`src/hdl/linear_probe_hash_table_macros.svh`:
```
// Assertion macros shared by the hash table RTL.
// Depends on nothing; included by the modules that carry assertions.
`ifndef LINEAR_PROBE_HASH_TABLE_MACROS_SVH
`define LINEAR_PROBE_HASH_TABLE_MACROS_SVH
`ifndef SYNTHESIS
`define LPHT_ASSERT(lbl, clk, rst, prop, msg) \
  lbl: assert property (@(posedge clk) disable iff (rst) (prop)) else $error(msg);
`define LPHT_ASSERT_IMPL(lbl, clk, rst, ante, cons, msg) \
  lbl: assert property (@(posedge clk) disable iff (rst) (ante) |-> (cons)) else $error(msg);
`else
`define LPHT_ASSERT(lbl, clk, rst, prop, msg)
`define LPHT_ASSERT_IMPL(lbl, clk, rst, ante, cons, msg)
`endif
`endif

```
`src/hdl/lpht_pkg.sv`:
```
// Types, constants and helper functions for the linear probing hash table.
// Has no dependencies; imported by every module of the block but lpht_ram.
`default_nettype none
package lpht_pkg;

  localparam int TABLE_DEPTH = 1024;
  localparam int IDX_W = (TABLE_DEPTH > 1) ? $clog2(TABLE_DEPTH) : 1;
  localparam int CAP_W = 11;
  localparam int CAPE_W = (IDX_W + 1 < CAP_W) ? IDX_W + 1 : CAP_W;
  localparam int REM_W = CAPE_W + 1;

  localparam int FUNC_W = 2;
  localparam int KEY_W = 32;
  localparam int VAL_W = 32;
  localparam int STATUS_W = 3;
  localparam int HASH_W = 64;
  localparam int HALF_W = HASH_W / 2;

  localparam logic [HASH_W-1:0] GOLDEN_MUL = 64'h9E37_79B9_7F4A_7C15;
  localparam logic [KEY_W-1:0] SENTINEL = 32'hFFFF_FFFF;

  localparam int MOD_RADIX = 4;
  localparam int MOD_STEPS = HASH_W / MOD_RADIX;
  localparam int MODCNT_W = $clog2(MOD_STEPS);

  localparam int Q_DEPTH = 2;
  localparam int QPTR_W = (Q_DEPTH > 1) ? $clog2(Q_DEPTH) : 1;
  localparam int QCNT_W = $clog2(Q_DEPTH + 1);

  localparam logic [FUNC_W-1:0] FUNC_LOOKUP = 2'd0;
  localparam logic [FUNC_W-1:0] FUNC_INSERT = 2'd1;
  localparam logic [FUNC_W-1:0] FUNC_CLEAR = 2'd2;
  localparam logic [FUNC_W-1:0] FUNC_NOP = 2'd3;

  localparam logic [STATUS_W-1:0] ST_OK = 3'd0;
  localparam logic [STATUS_W-1:0] ST_MISS = 3'd1;
  localparam logic [STATUS_W-1:0] ST_UNINIT = 3'd2;
  localparam logic [STATUS_W-1:0] ST_SENTKEY = 3'd3;
  localparam logic [STATUS_W-1:0] ST_FULL = 3'd4;

  typedef struct packed {
    logic [FUNC_W-1:0] func;
    logic [KEY_W-1:0] key;
    logic [VAL_W-1:0] value;
  } lpht_in_t;

  typedef struct packed {
    logic [STATUS_W-1:0] status;
    logic [VAL_W-1:0] found_value;
  } lpht_out_t;

  typedef enum logic [1:0] {
    OP_LOOKUP,
    OP_INSERT,
    OP_CLEAR,
    OP_REPORT
  } op_t;

  typedef struct packed {
    op_t op;
    logic [STATUS_W-1:0] status;
    logic [KEY_W-1:0] key;
    logic [VAL_W-1:0] value;
    logic [IDX_W-1:0] home;
    logic [CAPE_W-1:0] cap;
  } job_t;

  typedef enum logic [2:0] {
    F_IDLE,
    F_MUL_LO,
    F_MUL_HI,
    F_FOLD,
    F_MOD,
    F_PUSH
  } front_state_t;

  typedef enum logic [2:0] {
    B_INIT,
    B_IDLE,
    B_PROBE,
    B_CLEAR,
    B_EMIT
  } back_state_t;

  function automatic logic [CAPE_W-1:0] eff_cap(input logic [CAP_W-1:0] c);
    logic [31:0] wide;
    wide = {{(32 - CAP_W){1'b0}}, c};
    if (wide > 32'(TABLE_DEPTH)) begin
      return CAPE_W'(TABLE_DEPTH);
    end
    return CAPE_W'(c);
  endfunction

endpackage
`default_nettype wire

```
`src/hdl/lpht_front.sv`:
```
// Front end: accepts items, classifies them and computes the home slot.
// Depends on lpht_pkg and the assertion macros.
`default_nettype none
`include "linear_probe_hash_table_macros.svh"
module lpht_front
  import lpht_pkg::*;
(
  input  logic              clk,
  input  logic              rst,
  input  logic              push,
  input  lpht_in_t          item,
  output logic              full,
  input  logic [CAPE_W-1:0] cap_eff,
  input  logic              init_busy,
  input  logic              q_full,
  output logic              q_push,
  output job_t              q_job
);

  front_state_t state, state_next;
  job_t job, job_in;
  logic accept;
  logic [KEY_W-1:0] mix;
  logic [HALF_W-1:0] mul_b;
  logic [HASH_W-1:0] prod;
  logic [HASH_W-1:0] prod_lo;
  logic [HALF_W-1:0] prod_hi;
  logic [HALF_W-1:0] hi_sum;
  logic [HASH_W-1:0] dividend;
  logic [CAPE_W-1:0] rem;
  logic [CAPE_W-1:0] rem_step;
  logic [MODCNT_W-1:0] mod_cnt;
  logic mod_last;

  assign accept = push && !full;
  assign mod_last = (mod_cnt == MODCNT_W'(MOD_STEPS - 1));

  always_comb begin
    job_in = '0;
    job_in.key = item.key;
    job_in.value = item.value;
    job_in.cap = cap_eff;
    job_in.status = ST_OK;
    job_in.op = OP_REPORT;
    unique case (item.func)
      FUNC_LOOKUP: begin
        if (cap_eff == '0 || item.key == SENTINEL) begin
          job_in.status = ST_MISS;
        end else begin
          job_in.op = OP_LOOKUP;
        end
      end
      FUNC_INSERT: begin
        if (cap_eff == '0) begin
          job_in.status = ST_UNINIT;
        end else if (item.key == SENTINEL) begin
          job_in.status = ST_SENTKEY;
        end else begin
          job_in.op = OP_INSERT;
        end
      end
      FUNC_CLEAR: begin
        job_in.op = OP_CLEAR;
      end
      FUNC_NOP: begin
        job_in.op = OP_REPORT;
      end
    endcase
  end

  assign mul_b = (state == F_MUL_LO) ? GOLDEN_MUL[HALF_W-1:0] : GOLDEN_MUL[HASH_W-1:HALF_W];
  assign prod = {{HALF_W{1'b0}}, mix} * {{HALF_W{1'b0}}, mul_b};
  assign hi_sum = prod_lo[HASH_W-1:HALF_W] + prod_hi;

  always_comb begin
    logic [REM_W-1:0] r;
    r = {1'b0, rem};
    for (int i = 0; i < MOD_RADIX; i++) begin
      r = {r[CAPE_W-1:0], dividend[HASH_W-1-i]};
      if (r >= {1'b0, job.cap}) begin
        r = r - {1'b0, job.cap};
      end
    end
    rem_step = r[CAPE_W-1:0];
  end

  always_ff @(posedge clk) begin
    if (rst) begin
      state <= F_IDLE;
    end else begin
      state <= state_next;
    end
  end

  always_comb begin
    state_next = state;
    full = (state != F_IDLE) || init_busy;
    q_push = (state == F_PUSH) && !q_full;
    q_job = job;
    unique case (state)
      F_IDLE: begin
        if (accept) begin
          if (job_in.op == OP_LOOKUP || job_in.op == OP_INSERT) begin
            state_next = F_MUL_LO;
          end else begin
            state_next = F_PUSH;
          end
        end
      end
      F_MUL_LO: state_next = F_MUL_HI;
      F_MUL_HI: state_next = F_FOLD;
      F_FOLD: state_next = F_MOD;
      F_MOD: begin
        if (mod_last) begin
          state_next = F_PUSH;
        end
      end
      F_PUSH: begin
        if (!q_full) begin
          state_next = F_IDLE;
        end
      end
      default: state_next = F_IDLE;
    endcase
  end

  always_ff @(posedge clk) begin
    if (accept) begin
      job <= job_in;
      mix <= item.key ^ (item.key >> 16);
    end else if (state == F_MOD && mod_last) begin
      job.home <= IDX_W'(rem_step);
    end
    if (state == F_MUL_LO) begin
      prod_lo <= prod;
    end
    if (state == F_MUL_HI) begin
      prod_hi <= prod[HALF_W-1:0];
    end
    if (state == F_FOLD) begin
      dividend <= {hi_sum, prod_lo[HALF_W-1:0] ^ hi_sum};
      rem <= '0;
      mod_cnt <= '0;
    end else if (state == F_MOD) begin
      dividend <= dividend << MOD_RADIX;
      rem <= rem_step;
      mod_cnt <= mod_cnt + MODCNT_W'(1);
    end
  end

  `LPHT_ASSERT_IMPL(a_mod_cap_nonzero, clk, rst, state == F_MOD, job.cap != '0,
    "Modulo started with a zero capacity.")
  `LPHT_ASSERT_IMPL(a_rem_below_cap, clk, rst, state == F_MOD, rem < job.cap,
    "Partial remainder reached the capacity.")

endmodule
`default_nettype wire

```
`config.mk`:
```
export PLATFORM = sky130hd
export DESIGN_NAME = lpht_front
export DESIGN_NICKNAME = d
export VERILOG_FILES = /design/src/hdl/lpht_pkg.sv /design/src/hdl/lpht_front.sv
export VERILOG_INCLUDE_DIRS = /design/src /design/src/hdl
export SDC_FILE = /design/constraint.sdc
export NUM_CORES = 2
export LEC_CHECK = 0
export BUFFER_PORTS_ARGS = -buffer_cell sky130_fd_sc_hd__buf_2
export CAP_MARGIN = 10
export CELL_PAD_IN_SITES_DETAIL_PLACEMENT = 0
export CELL_PAD_IN_SITES_GLOBAL_PLACEMENT = 1
export CORE_MARGIN = 1.5
export CORE_UTILIZATION = 35
export DETAILED_ROUTE_END_ITERATION = 16
export PLACE_DENSITY_LB_ADDON = 0.15
export REMOVE_ABC_BUFFERS = 1
export SLEW_MARGIN = 15
export SYNTH_ARGS = -nofsm -noshare
export SYNTH_HDL_FRONTEND = slang
export SYNTH_SLANG_ARGS = --single-unit
export TNS_END_PERCENT = 1
```
`constraint.sdc`:
```
create_clock -name clk -period 9.5 [get_ports clk]
set_input_delay 0.475 -clock clk [delete_from_list [all_inputs] [get_ports clk]]
set_output_delay 0.475 -clock clk [all_outputs]
set_load 0.005 [all_outputs]
```
==> reports/metrics.yaml <==
outcome: "finished, final reports clean"
unrepaired_setup_endpoints_after_global_routing: "false"
design.portCount: 174
timing.final.crit_period_ns: 8.93
met2WireLength_mm: 60.3
chipHeight_um: 335
viasPerCell: 4.76
detailedPlacementHpwl_mm: 108
number_of_diodes_added_for_antenna_fixing: 0
dominant_combinational_cell_family_by_area_after_synthesis: "adder cells"
terminating_pin_of_the_worst_hold_path: "q_job[36]$_DFFE_PP_"
yosys_warnings: 0
nFillCells: 10900
cp-start-kind: "flip-flop"
gr_ovfl_total: 0
routedLengthMet1_mm: 55.5
critical-path-max-stage-delay_ns: 0.62
vias: 25700
timing.hold.worst_path_depth: 1
finalWirelength_mm: 123
number_of_global_route_vias_before_repair: 28000
cap_violations: 0
drt_iter0_markers: 1395
synthesis.area_um2: 38600
drc_errors_left: 0
synth_xor_area_share_pct: 3.79
cts.reportedPaths.clkPinSlew_ns: 0.07
class_of_the_tightest_hold_or_removal_check: "in2reg"
worst-slew-pin-transition_ns: 1.10
synthesis.area_per_instance_um2: 10.4
synth_adder_area_share_pct: 49.6
numClockSinks: 283
clockRootBuffer: "clkbuf_16"
global_route_wire_length_before_repair_mm: 182
post_synthesis_register_bit_count: 283
dieWidth_um: 335
worstPathArrival_ns: 9.24
ctsHoldBuffers: 0
commonest_non_fill_non_tap_cell_in_the_layout: "inv_1"
rr_startpoint: "state[1]$_SDFFE_PP0P_"
ys_types: 70
totalNegativeSetupSlack_ns: 0
initial_standard_cell_utilization_of_the_core_pct: 35.4
critical_path_peak_fanout: 16
number_of_synthesized_flops_with_an_enable_pin: 255
worst_r2r_endpoint: "prod_lo[63]$_DFFE_PN_"
synth_simple_gate_area_share_pct: 6.56
achievable-frequency_mhz: 112
grt_start_max_net_pins: 89
mostFrequentLayoutCells: "inv_1, fa_1, ha_1"
row_count: 121
clk_skew_ns: 0.0413
synth_flop_cell: "edfxtp_1"
tritoncts.num_buffers: 35
nets: 5139
detail-route-antenna-nets: 0
category_of_the_most_critical_setup_path: "reg2reg"
tritoncts: "yes"
hold_viol_final: 0
placeable_core_area_um2: 109000
io_buffers: 172
path_delay_family: "adder cells"
place_congestion: 0.910
worst-r2r-setup-slack_ns: 0.57
cts-htree-levels: 2
critPathCaptureType: "flip-flop"
share_of_post_route_cells_with_drive_strength_above_1_pct: 8.89
cell_mode_on_critical_path: "fa_1"
firstDrtPassIters: 7
top_layer_used: "met5"
cp_data_required_time_ns: 9.80
global_route.usage.total_pct: 22.2
route.met3.wl_mm: 5.16
clk_latency_ns: 0.60
multiplexer_fraction_of_the_synthesized_cell_area_pct: 0.775
synthToLayoutAreaGrowth_pct: 10.7
min-delay-start: "item[15]"
setup_viol: 0
clock_tree.buffer_depth: 3
avgRoutedWirePerCell_um: 22.8
post_synthesis_instance_total: 3701
synth-compound-area-share_pct: 7.97
ys_async_sr_fraction_pct: 0
antenna_found_initial: 2
fp.dieArea_um2: 112000
synth_seq_area_share_pct: 21.3
timing.final.crit_share_pct: 94.0
worst_slew_margin_rel_pct: 25.9
bufs_and_invs_on_worst_path: 7
final_max_slew_viol_count: 0
reg2regPathDepth: 27
crit_slowest_cell: "fa_1"
==> area by class of cell <==
type	count	area (um^2)	area share (%)
clock inverters	18	209	0.489
well taps	1476	1850	4.32
repair buffers	254	1510	3.54
flip-flops and latches	283	8220	19.2
inverters	881	3310	7.74
multi-input cells	2446	26700	62.5
clock buffers	44	910	2.13
==> how the worst max path moves through the flow <==
| stage | endpoint | startpoint | depth (start not counted) |
|---|---|---|---|
| after floorplan | prod_lo[59]$_DFFE_PN_ | state[2]$_SDFFE_PP0P_ | 29 |
| after global placement | q_job[20]$_SDFFE_PP0P_ | q_job[0]$_DFFE_PP_ | 34 |
| after detailed placement | q_job[19]$_SDFFE_PP0P_ | q_job[0]$_DFFE_PP_ | 35 |
| after CTS | q_job[19]$_SDFFE_PP0P_ | q_job[0]$_DFFE_PP_ | 36 |
| after global routing | q_job[19]$_SDFFE_PP0P_ | q_job[0]$_DFFE_PP_ | 37 |
| final | prod_lo[63]$_DFFE_PN_ | state[1]$_SDFFE_PP0P_ | 27 |
==> metal layers <==
metal | vias to the layer above | track usage (%)
li1 | 12200 | -
met1 | 12900 | 29.7
met5 | - | 0
met3 | 96 | 3.31
met4 | 2 | 3.96
met2 | 505 | 38.5
==> kinds of logic after synthesis <==
| group | after synthesis |
|---|---|
| compound gates | 498 |
| xor+xnor | 167 |
| fa+ha+maj | 1156 |
| buf+inv | 1005 |
| flops | 283 |
| mux | 27 |
| other cells | 2 |
| simple gates | 563 |
==> repair_timing <==
item,4_1_cts,5_1_grt
gates resized for setup,0,8
buffers inserted,0,0
endpoints found under the setup margin,0,21
==> metrics by stage <==
step / setup WS (ns) / instance area [um^2] / hold slack [ns] / cells / utilization (%)
final: 0.566 / 42700 / 0.0739 / 5402 / 39.1
after global routing: 0.0101 / 42700 / 0.0472 / 5402 / 39.1
after CTS: 0.105 / 42700 / 0.0293 / 5402 / 39.1
after detailed placement: 0.105 / 41600 / 0.463 / 5340 / 38.1
after global placement: 0.261 / 41600 / 0.475 / 5340 / 38.1
after floorplan: -2.53 / 38200 / 0.434 / 3610 / -
==> cell usage after synthesis, drive strengths merged, types with 6 or more instances <==
| cell | instances | area [um^2] |
|---|---|---|
| inv | 881 | 3310 |
| fa | 623 | 12500 |
| ha | 533 | 6670 |
| nand2 | 265 | 995 |
| edfxtp | 255 | 7660 |
| o21ai | 170 | 851 |
| a21oi | 126 | 634 |
| nor2 | 120 | 450 |
| clkbuf | 102 | 383 |
| xor2 | 94 | 823 |
| xnor2 | 73 | 639 |
| a21o | 48 | 360 |
| nand3 | 34 | 170 |
| dfxtp | 28 | 561 |
| nand4 | 27 | 169 |
| a211oi | 23 | 193 |
| buf | 22 | 163 |
| nor3 | 21 | 105 |
| nand2b | 20 | 125 |
| nor2b | 17 | 106 |
| o21bai | 17 | 128 |
| a31oi | 16 | 100 |
| and3 | 16 | 100 |
| mux2 | 14 | 169 |
| mux2i | 13 | 130 |
| o21a | 13 | 97.6 |
| o31ai | 11 | 82.6 |
| or2 | 9 | 56.3 |
| o211ai | 8 | 60.1 |
| or3 | 8 | 50.1 |
| a221oi | 7 | 61.3 |
| a311oi | 6 | 52.6 |
| and2 | 6 | 37.5 |
| nor4 | 6 | 37.5 |
==> registers in the layout (all words and copies together), names as in the netlist <==
name,flops
mod_cnt,4
prod_lo,64
rem,11
mix,16
prod_hi,32
state,3
dividend,64
q_job,89
Power is not shown: default switching activity piles up to over one toggle a cycle in this logic, so the estimate is an artifact.
