$ cat src/hdl/linear_probe_hash_table_macros.svh
// Assertion macros shared by the hash table RTL.
// Depends on nothing; included by the modules that carry assertions.
`ifndef LINEAR_PROBE_HASH_TABLE_MACROS_SVH
`define LINEAR_PROBE_HASH_TABLE_MACROS_SVH
`ifndef SYNTHESIS
`define LPHT_ASSERT(lbl, clk, rst, prop, msg) \
  lbl: assert property (@(posedge clk) disable iff (rst) (prop)) else $error(msg);
`define LPHT_ASSERT_IMPL(lbl, clk, rst, ante, cons, msg) \
  lbl: assert property (@(posedge clk) disable iff (rst) (ante) |-> (cons)) else $error(msg);
`else
`define LPHT_ASSERT(lbl, clk, rst, prop, msg)
`define LPHT_ASSERT_IMPL(lbl, clk, rst, ante, cons, msg)
`endif
`endif

$ cat src/hdl/lpht_pkg.sv
// Types, constants and helper functions for the linear probing hash table.
// Has no dependencies; imported by every module of the block but lpht_ram.
`default_nettype none
package lpht_pkg;

  localparam int TABLE_DEPTH = 1024;
  localparam int IDX_W = (TABLE_DEPTH > 1) ? $clog2(TABLE_DEPTH) : 1;
  localparam int CAP_W = 11;
  localparam int CAPE_W = (IDX_W + 1 < CAP_W) ? IDX_W + 1 : CAP_W;
  localparam int REM_W = CAPE_W + 1;

  localparam int FUNC_W = 2;
  localparam int KEY_W = 32;
  localparam int VAL_W = 32;
  localparam int STATUS_W = 3;
  localparam int HASH_W = 64;
  localparam int HALF_W = HASH_W / 2;

  localparam logic [HASH_W-1:0] GOLDEN_MUL = 64'h9E37_79B9_7F4A_7C15;
  localparam logic [KEY_W-1:0] SENTINEL = 32'hFFFF_FFFF;

  localparam int MOD_RADIX = 4;
  localparam int MOD_STEPS = HASH_W / MOD_RADIX;
  localparam int MODCNT_W = $clog2(MOD_STEPS);

  localparam int Q_DEPTH = 2;
  localparam int QPTR_W = (Q_DEPTH > 1) ? $clog2(Q_DEPTH) : 1;
  localparam int QCNT_W = $clog2(Q_DEPTH + 1);

  localparam logic [FUNC_W-1:0] FUNC_LOOKUP = 2'd0;
  localparam logic [FUNC_W-1:0] FUNC_INSERT = 2'd1;
  localparam logic [FUNC_W-1:0] FUNC_CLEAR = 2'd2;
  localparam logic [FUNC_W-1:0] FUNC_NOP = 2'd3;

  localparam logic [STATUS_W-1:0] ST_OK = 3'd0;
  localparam logic [STATUS_W-1:0] ST_MISS = 3'd1;
  localparam logic [STATUS_W-1:0] ST_UNINIT = 3'd2;
  localparam logic [STATUS_W-1:0] ST_SENTKEY = 3'd3;
  localparam logic [STATUS_W-1:0] ST_FULL = 3'd4;

  typedef struct packed {
    logic [FUNC_W-1:0] func;
    logic [KEY_W-1:0] key;
    logic [VAL_W-1:0] value;
  } lpht_in_t;

  typedef struct packed {
    logic [STATUS_W-1:0] status;
    logic [VAL_W-1:0] found_value;
  } lpht_out_t;

  typedef enum logic [1:0] {
    OP_LOOKUP,
    OP_INSERT,
    OP_CLEAR,
    OP_REPORT
  } op_t;

  typedef struct packed {
    op_t op;
    logic [STATUS_W-1:0] status;
    logic [KEY_W-1:0] key;
    logic [VAL_W-1:0] value;
    logic [IDX_W-1:0] home;
    logic [CAPE_W-1:0] cap;
  } job_t;

  typedef enum logic [2:0] {
    F_IDLE,
    F_MUL_LO,
    F_MUL_HI,
    F_FOLD,
    F_MOD,
    F_PUSH
  } front_state_t;

  typedef enum logic [2:0] {
    B_INIT,
    B_IDLE,
    B_PROBE,
    B_CLEAR,
    B_EMIT
  } back_state_t;

  function automatic logic [CAPE_W-1:0] eff_cap(input logic [CAP_W-1:0] c);
    logic [31:0] wide;
    wide = {{(32 - CAP_W){1'b0}}, c};
    if (wide > 32'(TABLE_DEPTH)) begin
      return CAPE_W'(TABLE_DEPTH);
    end
    return CAPE_W'(c);
  endfunction

endpackage
`default_nettype wire

$ cat src/hdl/lpht_queue.sv
// Short job queue between the front end and the probe engine.
// Depends on lpht_pkg and the assertion macros.
`default_nettype none
`include "linear_probe_hash_table_macros.svh"
module lpht_queue
  import lpht_pkg::*;
(
  input  logic clk,
  input  logic rst,
  input  logic push,
  input  job_t wjob,
  output logic full,
  input  logic pop,
  output logic empty,
  output job_t rjob
);

  job_t entries [Q_DEPTH];
  logic [QPTR_W-1:0] wr_ptr;
  logic [QPTR_W-1:0] rd_ptr;
  logic [QCNT_W-1:0] count;
  logic do_push;
  logic do_pop;

  assign full = (count == QCNT_W'(Q_DEPTH));
  assign empty = (count == '0);
  assign rjob = entries[rd_ptr];
  assign do_push = push && !full;
  assign do_pop = pop && !empty;

  function automatic logic [QPTR_W-1:0] ptr_inc(input logic [QPTR_W-1:0] p);
    if (p == QPTR_W'(Q_DEPTH - 1)) begin
      return '0;
    end
    return p + QPTR_W'(1);
  endfunction

  always_ff @(posedge clk) begin
    if (rst) begin
      wr_ptr <= '0;
      rd_ptr <= '0;
      count <= '0;
    end else begin
      if (do_push) begin
        wr_ptr <= ptr_inc(wr_ptr);
      end
      if (do_pop) begin
        rd_ptr <= ptr_inc(rd_ptr);
      end
      if (do_push && !do_pop) begin
        count <= count + QCNT_W'(1);
      end else if (do_pop && !do_push) begin
        count <= count - QCNT_W'(1);
      end
    end
  end

  always_ff @(posedge clk) begin
    if (do_push) begin
      entries[wr_ptr] <= wjob;
    end
  end

  `LPHT_ASSERT(a_count_bound, clk, rst, count <= QCNT_W'(Q_DEPTH),
    "Queue count exceeds its depth.")
  `LPHT_ASSERT_IMPL(a_no_push_full, clk, rst, push, !full,
    "Job pushed into a full queue.")

endmodule
`default_nettype wire

$ cat config.mk
export PLATFORM = sky130hd
export DESIGN_NAME = lpht_queue
export DESIGN_NICKNAME = d
export VERILOG_FILES = /design/src/hdl/lpht_pkg.sv /design/src/hdl/lpht_queue.sv
export VERILOG_INCLUDE_DIRS = /design/src /design/src/hdl
export SDC_FILE = /design/constraint.sdc
export NUM_CORES = 1
export LEC_CHECK = 0
export BUFFER_PORTS_ARGS = -buffer_cell sky130_fd_sc_hd__buf_2
export CAP_MARGIN = 15
export CORE_UTILIZATION = 39
export CTS_CLUSTER_DIAMETER = 100
export DETAILED_ROUTE_END_ITERATION = 6
export SLEW_MARGIN = 40
export SYNTH_ARGS = -nofsm -noshare
export SYNTH_HDL_FRONTEND = slang
export SYNTH_SLANG_ARGS = --single-unit
export TNS_END_PERCENT = 100
$ cat constraint.sdc
create_clock -name clk -period 3.8 [get_ports clk]
set_input_delay 0.76 -clock clk [delete_from_list [all_inputs] [get_ports clk]]
set_output_delay 0.76 -clock clk [all_outputs]
set_load 0.05 [all_outputs]
==> summary.txt, run 1 <==
Run status
  • Status: completed

Finish
  • Share of cells above drive strength 1: 60.27%
  • Final instance area: 0.008427 mm²
  • Final Util: 50.46%
  • Multi-input gate area: 0.001126 mm²
  • Reg area: around 0.0055 mm²
  • Nets: 598
  • Fillers: 1418
  • Layout area overhead: 25.61%

Critical path
  • Setup crit start kind: flop
  • Setup CP Type: reg -> out
  • Critical Path RT: 3040 ps
  • Endpoint class of the critical path: output port
  • Worst Path Max Fanout: 48
  • Critical path arrival: 2150 ps

Timing
  • Setup WS post-layout: 887.0 ps
  • Worst Tran Pin Value: between 600 and 700 ps
  • Final setup violation count: 0
  • Fin crit share: 76.66%
  • Max Slew Vio Count: 0
  • RSZ-0062 raised after global routing: false
  • Setup TNS: 0 ps
  • Max_slew headroom: roughly 60%
  • Clock Skews: around 6 ps
  • Final hold violations: 0
  • Minimum clock period: 2913 ps
  • Max Freq: 343.3 MHz

Placement
  • IO buf count: about 190
  • Placed cell areas: about 0.008 mm²
  • DP Worst Slack: approximately 1300 ps
  • Post-DP HPWL: 7.771 mm
  • Routability congestion estimate: 0.6794

Yosys
  • Synthesized flop and latch total: 185
  • Post-synth ARST share: 0%
  • Share of the synthesized area in the top cell type: between 80% and 90%
  • Synth top area cells: edfxtp_1 (81%), mux2_2 (15%), dfxtp_1 (1.5%)
  • Count of cell types in the netlist: 14
  • Synth Flop Type: edfxtp_1
  • Leading area contributor after synthesis: edfxtp_1
  • Net Count, Synth: 400
  • Synth top cells by count: edfxtp_1 (180), mux2_2 (90), buf_4 (9)
  • Mapped Cells: between 300 and 400
  • Most common cell in the netlist: edfxtp_1
  • Avg Synthesized Cell Area: 22.00 µm²
  • EDFF count, synth: 180
  • Sequential share of the synthesized area: roughly 82%
  • Synth Warn #: 0
  • Mapped cell area: 0.006709 mm²

Floorplan
  • Core box area: roughly 0.017 mm²
  • Die H: 133.2 µm
  • Chip width: 133.2 µm
  • Starting density of the core: approximately 40%
  • I/O pin count: 186
  • Die area: 0.01773 mm²
  • Num rows: 47

Global routing
  • Total track usage: 14.06%
  • Initial antenna violation count: 1
  • Grt total ovfl: 0
  • Largest net degree at the start of global routing: 50
  • Number of global-route vias before repair: 3659
  • First-pass GRT wire length: 18.45 mm

CTS
  • CTS sink count: 185
  • Htree depth: 4
  • Clk buf depth: 2
  • CTS tree: yes
  • Clk pin slew, worst setup/hold paths: ~60 ps
  • Worst-skew pair later-pin latency: 420 ps
  • Root buf cell: clkbuf_16
  • Post-CTS Repair Setup Buffers: 0
  • CTS Buf Count: 17
  • Post_cts resized: 0
  • Hold buffer count at cts: 0

Power and ir drop
  • Switching share of power: 38.09%
  • PwrDens: 770.1 mW/mm²
  • Clock share of power: 23.6%
  • Combinational power share: 34.9%
  • Psw: 2.472 mW
  • P_leak: roughly 3.1 nW
  • Worst vdd ir: roughly 0.42 mV
  • Seq pwr share: 41.4%
  • Internal: 4.018 mW

Route
  • Initial DRC Count: 145
  • Antenna viol nets, final: 0
  • Drt wl/cell: 16.19 µm
  • Vias per cell: ~4.6
  • DR pass1 iterations: 3
  • DRC viols: 0
  • Via count: 3396
  • WL final: 11.93 mm

Min path
  • Hold Path Class: reg -> reg

Job
  • Max-Cap Viols: 0
## per-stage QoR
stage | std cells | power [mW] | hold WS [ps]
detailed placement | 704 | 5.031 | 483.0
global route | 736 | 6.766 | 490.9
finish | 737 | 6.490 | 498.0
global placement | 704 | 5.003 | 472.5
floorplan | 305 | 4.543 | 451.6
CTS | 736 | 6.580 | 497.0
## layout by cell type (no fill, tap or decap), drive strengths merged
cell type | synthesis | final
clkinvlp | 0 | 2
and2 | 1 | 1
xor2 | 3 | 3
ha | 1 | 1
clkbuf | 0 | 17
diode | 0 | 1
edfxtp | 180 | 180
inv | 2 | 2
nor2 | 5 | 5
mux2 | 90 | 90
nor2b | 1 | 1
a21oi | 2 | 2
or3 | 2 | 2
o21ai | 3 | 3
buf | 10 | 189
dfxtp | 5 | 5
clkinv | 0 | 13
## power groups by stage
stage	clock, mW	sequential [mW]	combinational [mW]
floorplan	0	2.67	1.87
detailed placement	0	2.74	2.29
global route	1.67	2.72	2.38
CTS	1.58	2.70	2.30
global placement	0	2.73	2.28
finish	1.53	2.69	2.27
## final timing paths
path	endpoint	startpoint	slack [ps]	cells after the start
worst max-delay path	rjob[15]	flop	890	3
worst min-delay path	wr_ptr	wr_ptr	500	2
worst max register to register	entries[1][39]	count[1]	1840	4
worst min register to register	wr_ptr	wr_ptr	500	2
## worst max-delay path: stages (launching register included)
cell and delay (ps):
dfxtp_4 720, buf_12 350, mux2_2 390, buf_2 220
## cells by family (layout without fill, tap and decap cells)
logic type | count (synthesis) | after routing | synth area share [%]
AOI/OAI and AO/OA | 5 | 5 | 0.3729
xor gates and xnor gates | 3 | 3 | 0.3917
adders and majority gates | 1 | 1 | 0.1865
buffers and inverters | 12 | 223 | 1.193
DFF | 185 | 185 | 82.06
muxes | 90 | 90 | 15.11
other | 0 | 1 | 0
and+or+nand+nor | 9 | 9 | 0.6901
## registers in the layout, summed over array words and instances, names as in the netlist, named ones only
| name | cells |
|---|---|
| wr_ptr | 1 |
| rd_ptr | 1 |
| count | 2 |
| entries | 180 |
## metal layers
metal	GRT usage (%)	part of all wire, %
met1	15.48	40
met3	5.708	7.6
met4	6.818	2.1
met2	23.65	50
met5	0	0
## final cells by class
class                           count  share of cell area, %
Timing Repair Buffer              189                  11.79
Sequential cell                   185                  65.37
Multi-Input combinational cell    108                  13.36
Clock buffer                       17                  5.048
Inverter                            2                 0.1039
Antenna cell                        1                0.02970
Clock inverter                     15                  1.024
Tap cell                          220                  3.267
(Power assumes the default switching activity.)
==> run 2, diff against run 1 <==
==> constraint.sdc (replaced) <==
create_clock -name clk -period 2.6 [get_ports clk]
set_input_delay 0.52 -clock clk [delete_from_list [all_inputs] [get_ports clk]]
set_output_delay 0.52 -clock clk [all_outputs]
set_load 0.05 [all_outputs]
==> run 2 against run 1 <==
  * Sequential share of layout area is 1.0 points lower
  * Routed wire length up 0.85%
  * Register-to-register slack worse by 920 ps
  * Core utilization grew 0.82 points
  * Critical path depth is the same
  * Largest cell class unchanged
  * Highest routed layer unchanged
==> summary.txt, run 2 (synthesis results as in run 1) <==
Finish
  • Share of cells above drive strength 1: 60.62% (+0.35 points)
  • Nets: 600 (+0.33%)
  • Number of flip-flops in the largest register: 180 (unchanged)
  • Finished Layout Cells: 738 (+0.14%)
  • Biggest register: entries
  • Layout area overhead: 27.64%
  • Biggest regs: entries: 180 flops, count: 2 flops
  • Diode count: 0 (-1)
  • Commonest cells after routing, fill and taps aside: buf_2 (185), edfxtp_1 (180), mux2_2 (90)
  • Most common cell after layout, fill and taps aside: buf_2

Route
  • Vias per cell: 4.688 (+1.7%)
  • Initial DRC Count: 217 (+50%)
  • Via count: 3460 (+1.9%)
  • Drt wl/cell: 16.30 µm (+0.71%)
  • WL final: 12.03 mm (+0.85%)
  • DR pass1 iterations: 4 (+1)
  • DRC viols: 0 (unchanged)
  • Antenna viol nets, final: 0 (unchanged)

Critical path
  • Setup crit start kind: flop
  • Reg2Reg Setup Slack: 920 ps (-920 ps)
  • Critical Path RT: 2080 ps (-960 ps)
  • Worst Path Max Fanout: 40 (-17%)
  • Critical path arrival: 1810 ps (-340 ps)
  • Endpoint class of the critical path: output port
  • Setup CP Type: reg -> out

Power and ir drop
  • Switching share of power: 36.73% (-1.4 points)
  • PwrDens: 1150 mW/mm² (+49%)
  • Worst vdd ir: 0.5921 mV (+40%)
  • P_leak: 3.176 nW (+1.8%)
  • Psw: 3.616 mW (+46%)
  • Combinational power share: 35.0% (about the same)
  • Internal: 6.229 mW (+55%)
  • Tot Pwr: 9.845 mW (+52%)
  • Seq pwr share: 39.4% (-2.0 points)
  • Clock share of power: 25.6% (+2.0 points)

Floorplan
  • Num rows: 47 (unchanged)
  • Die H: 133.2 µm (unchanged)
  • Core box area: 0.01670 mm² (unchanged)
  • Chip width: 133.2 µm (unchanged)
  • I/O pin count: 186 (unchanged)
  • Starting density of the core: 40.17% (unchanged)
  • Die area: 0.01773 mm² (unchanged)

CTS
  • Clk pin slew, worst setup/hold paths: 60 ps (about the same)
  • Htree depth: 4 (unchanged)
  • CTS tree: yes
  • Worst-skew pair later-pin latency: 410 ps (about the same)
  • Post_cts resized: 0 (unchanged)
  • Hold buffer count at cts: 0 (unchanged)
  • Post-CTS Repair Setup Buffers: 0 (unchanged)
  • CTS Buf Count: 17 (unchanged)
  • Root buf cell: clkbuf_16
  • CTS sink count: 185 (unchanged)
  • Clk buf depth: 2 (unchanged)

Timing
  • Max Slew Vio Count: 0 (unchanged)
  • Final hold violations: 0 (unchanged)
  • Worst Tran Pin Value: 304.4 ps (-305.0 ps)
  • Max Freq: 428.3 MHz
  • Minimum clock period: 2335 ps
  • Clock Skews: 5.149 ps (-0.8575 ps)
  • RSZ-0062 raised after global routing: false
  • Hold slack: 292.2 ps (-205.9 ps)
  • Max_slew headroom: 79.49% (+20 points)
  • Final setup violation count: 0 (unchanged)
  • Setup TNS: 0 ps (unchanged)
  • Fin crit share: 89.80%

Run status
  • Status: completed

Job
  • Max-Cap Viols: 0 (unchanged)

Min path
  • Hold Path Class: in -> reg

Global routing
  • Largest net degree at the start of global routing: 48 (-4.0%)
  • Number of global-route vias before repair: 3741 (+2.2%)
  • First-pass GRT wire length: 18.89 mm (+2.4%)
  • Total track usage: 14.08% (+0.025 points)
  • Initial antenna violation count: 0 (-1)
  • Grt total ovfl: 0 (unchanged)

Placement
  • Placed insts: 706 (+0.28%)
  • Post-DP HPWL: 7.966 mm (+2.5%)
  • Routability congestion estimate: 0.7274 (+7.1%)
  • IO buf count: 185 (unchanged)
==> run 2: cell count changes in the layout (fill, tap and decap cells not counted), sizes merged, moves of 2 or more <==
| cell | change |
|---|---|
| clkbuf | +2 |
| buf | +2 |
| clkinv | -5 |
| bufinv | +3 |
==> run 2: final timing paths <==
path                                from              to  depth (start not counted)
worst max register to register  count[0]  entries[1][77]                          4
worst min register to register    rd_ptr          rd_ptr                          2
worst min-delay path             wjob[3]   entries[1][3]                          1
worst max-delay path                flop        rjob[79]                          3
==> run 2: layout make-up <==
type,count,area [µm²]
tap,220,275.3
fill,1420,8138
multi-input combinational,108,1136
clock inverter,13,151.4
inverter,2,11.26
clock buffer,19,432.9
timing repair buffer,191,1046
sequential,185,5510
==> run 2: power groups by stage <==
stage | registers [mW] | clock network (mW) | logic, mW
final | 3.88 | 2.52 | 3.44
after CTS | 3.89 | 2.61 | 3.49
after detailed placement | 3.95 | 0 | 3.48
after global routing | 3.91 | 2.71 | 3.61
after global placement | 3.93 | 0 | 3.46
after floorplan | 3.89 | 0 | 2.75
==> run 2: critical path: stages (launching register included) <==
cell and delay (ps):
dfxtp_4 500, buf_12 270, mux2_2 380, buf_2 210
==> run 2: routing by layer <==
layer / wire length [µm] / part of all wire [%] / vias up / global-route usage, %
li1: - / - / 1615 / -
met1: 4910 / 41 / 1718 / 16.15
met2: 6032 / 50 / 118 / 23.62
met3: 968 / 8.0 / 9 / 6.012
met4: 121 / 1.0 / 0 / 4.924
met5: 0 / 0 / - / 0
==> run 2: metrics by stage <==
stage	util, %	setup slack [ps]	instance area (µm²)
final	51.27	265.3	8563
after global routing	51.27	188.0	8563
after CTS	51.27	221.0	8563
after detailed placement	47.77	689.2	7979
after global placement	47.77	698.8	7979
after floorplan	-	7.383	6725
==> run 3, diff against run 2 <==
--- a/config.mk
+++ b/config.mk
@@ -11,6 +11,7 @@
 export CORE_UTILIZATION = 39
 export CTS_CLUSTER_DIAMETER = 100
 export DETAILED_ROUTE_END_ITERATION = 6
+export SETUP_SLACK_MARGIN = 0.3
 export SLEW_MARGIN = 40
 export SYNTH_ARGS = -nofsm -noshare
 export SYNTH_HDL_FRONTEND = slang
==> run 3 against run 2 <==
  * Register-to-register slack got worse by 150 ps
  * Hold slack got worse by 5.2 ps
  * Clock power about the same
  * Core utilization increased by 0.075 points
  * Sequential cell count unchanged
  * Combinational power increased by 1%
  * Critical path type unchanged
  * Highest routed layer unchanged
  * Critical endpoint is now rjob[46]
==> summary.txt, run 3 (synthesis results as in run 1) <==
Finish
  • Most common cell after layout, fill and taps aside: buf_2
  • Layout area overhead: 27.83%
  • Commonest cells after routing, fill and taps aside: buf_2 (185), edfxtp_1 (180), mux2_2 (90)
  • Biggest register: entries
  • Nets: 603 (+0.50%)
  • Biggest regs: entries: 180 flops, count: 2 flops
  • Number of flip-flops in the largest register: 180 (unchanged)
  • Final Util: 51.35% (+0.075 points)
  • Diode count: 0 (unchanged)
  • Share of cells above drive strength 1: 61.15% (+0.54 points)

Job
  • Max-Cap Viols: 0 (unchanged)

Route
  • Vias per cell: 4.653 (-0.76%)
  • WL final: 12.28 mm (+2.0%)
  • Via count: 3443 (-0.49%)
  • DRC viols: 0 (unchanged)
  • DR pass1 iterations: 4 (unchanged)
  • Initial DRC Count: 156 (-28%)
  • Antenna viol nets, final: 0 (unchanged)
  • Drt wl/cell: 16.59 µm (+1.7%)

CTS
  • Htree depth: 4 (unchanged)
  • Worst-skew pair later-pin latency: 420 ps (about the same)
  • Post_cts resized: 0 (unchanged)
  • Post-CTS Repair Setup Buffers: 2 (+2)
  • CTS Buf Count: 17 (unchanged)
  • Clk buf depth: 2 (unchanged)
  • CTS sink count: 185 (unchanged)
  • Hold buffer count at cts: 0 (unchanged)
  • Root buf cell: clkbuf_16
  • CTS tree: yes
  • Clk pin slew, worst setup/hold paths: 60 ps (about the same)

Timing
  • Clock Skews: 9.081 ps (+3.933 ps)
  • Max Freq: 451.8 MHz (+5.5%)
  • Final hold violations: 0 (unchanged)
  • Setup TNS: 0 ps (unchanged)
  • Minimum clock period: 2213 ps (-121.5 ps)
  • Max_slew headroom: 70.96% (-8.5 points)
  • RSZ-0062 raised after global routing: true
  • Final setup violation count: 0 (unchanged)
  • Worst Tran Pin Value: 434.6 ps (+130.3 ps)
  • Max Slew Vio Count: 0 (unchanged)
  • Fin crit share: 85.12% (-4.7 points)

Power and ir drop
  • PwrDens: 1151 mW/mm² (+0.13%)
  • P_leak: 3.181 nW (+0.16%)
  • Clock share of power: 25.6% (about the same)
  • Worst vdd ir: 0.6210 mV (+4.9%)
  • Psw: 3.639 mW (+0.62%)
  • Combinational power share: 35.3% (+0.3 points)
  • Seq pwr share: 39.1% (-0.3 points)
  • Tot Pwr: 9.872 mW (+0.28%)
  • Switching share of power: 36.86% (+0.13 points)
  • Internal: 6.233 mW (about the same)

Floorplan
  • Die H: 133.2 µm (unchanged)
  • Chip width: 133.2 µm (unchanged)
  • Core box area: 0.01670 mm² (unchanged)
  • I/O pin count: 186 (unchanged)
  • Starting density of the core: 40.17% (unchanged)
  • Die area: 0.01773 mm² (unchanged)
  • Num rows: 47 (unchanged)

Global routing
  • First-pass GRT wire length: 19.31 mm (+2.2%)
  • Total track usage: 14.68% (+0.59 points)
  • Grt total ovfl: 0 (unchanged)
  • Initial antenna violation count: 1 (+1)
  • Number of global-route vias before repair: 3657 (-2.2%)
  • Largest net degree at the start of global routing: 44 (-8.3%)

Critical path
  • Setup crit start kind: flop
  • Setup CP Type: reg -> out
  • Worst Path Max Fanout: 35 (-13%)
  • Endpoint class of the critical path: output port
  • Critical Path RT: 2080 ps (about the same)
  • Critical path arrival: 1690 ps (-120 ps)

Placement
  • IO buf count: 185 (unchanged)
  • Routability congestion estimate: 0.6961 (-4.3%)
  • Post-DP HPWL: 8.182 mm (+2.7%)

Run status
  • Status: completed

Min path
  • Hold Path Class: in -> reg
-- run 3: changes by cell type in the layout (fill, tap and decap cells not counted), sizes merged --
cell | before | now
buf | 191 | 194
clkbuf | 19 | 17
clkinvlp | 1 | 3
inv | 3 | 2
-- run 3: path summary, 6_finish.rpt --
path	slack, ps	start	cells past startpoint	to
worst max-delay path	390	flop	3	rjob[46]
worst min-delay path	290	wjob[13]	1	entries[0][13]
worst max register to register	770	count[1]	4	entries[0][3]
worst min register to register	500	wr_ptr	2	wr_ptr
-- run 3: per-layer routing --
| layer | share of wire, % | global-route usage [%] |
|---|---|---|
| met3 | 7.9 | 6.240 |
| met2 | 50 | 24.64 |
| met4 | 0.90 | 5.682 |
| met1 | 41 | 16.61 |
| met5 | 0 | 0 |
-- run 3: critical path, cell delays in order, from the launching register on --
cell and delay [ps]:
dfxtp_4 430, buf_12 240, mux2_2 380, buf_2 210
-- run 3: power by group through the flow --
stage               logic (mW)  clock network, mW  registers, mW
finish                    3.49               2.52           3.86
global route              3.66               2.72           3.90
CTS                       3.54               2.59           3.87
detailed placement        3.46                  0           3.97
global placement          3.44                  0           3.95
floorplan                 2.75                  0           3.89
-- run 3: layout make-up --
cell class | instances | area, µm²
inverters | 2 | 11.26
clock inverters | 14 | 156.4
fillers | 1401 | 8125
multi-input cells | 108 | 1136
clock buffers | 17 | 425.4
repair buffers | 194 | 1060
flip-flops and latches | 185 | 5512
well taps | 220 | 275.3
-- run 3: per-stage QoR --
stage | setup slack, ps | cells | hold WS (ps) | cell area [µm²]
after detailed placement | 598.3 | 707 | 491.8 | 7975
final | 386.8 | 740 | 286.9 | 8576
after global placement | 609.8 | 707 | 477.4 | 7975
after global routing | 296.1 | 740 | 255.4 | 8576
after CTS | 341.6 | 740 | 259.0 | 8576
after floorplan | 17.77 | 305 | 456.2 | 6726
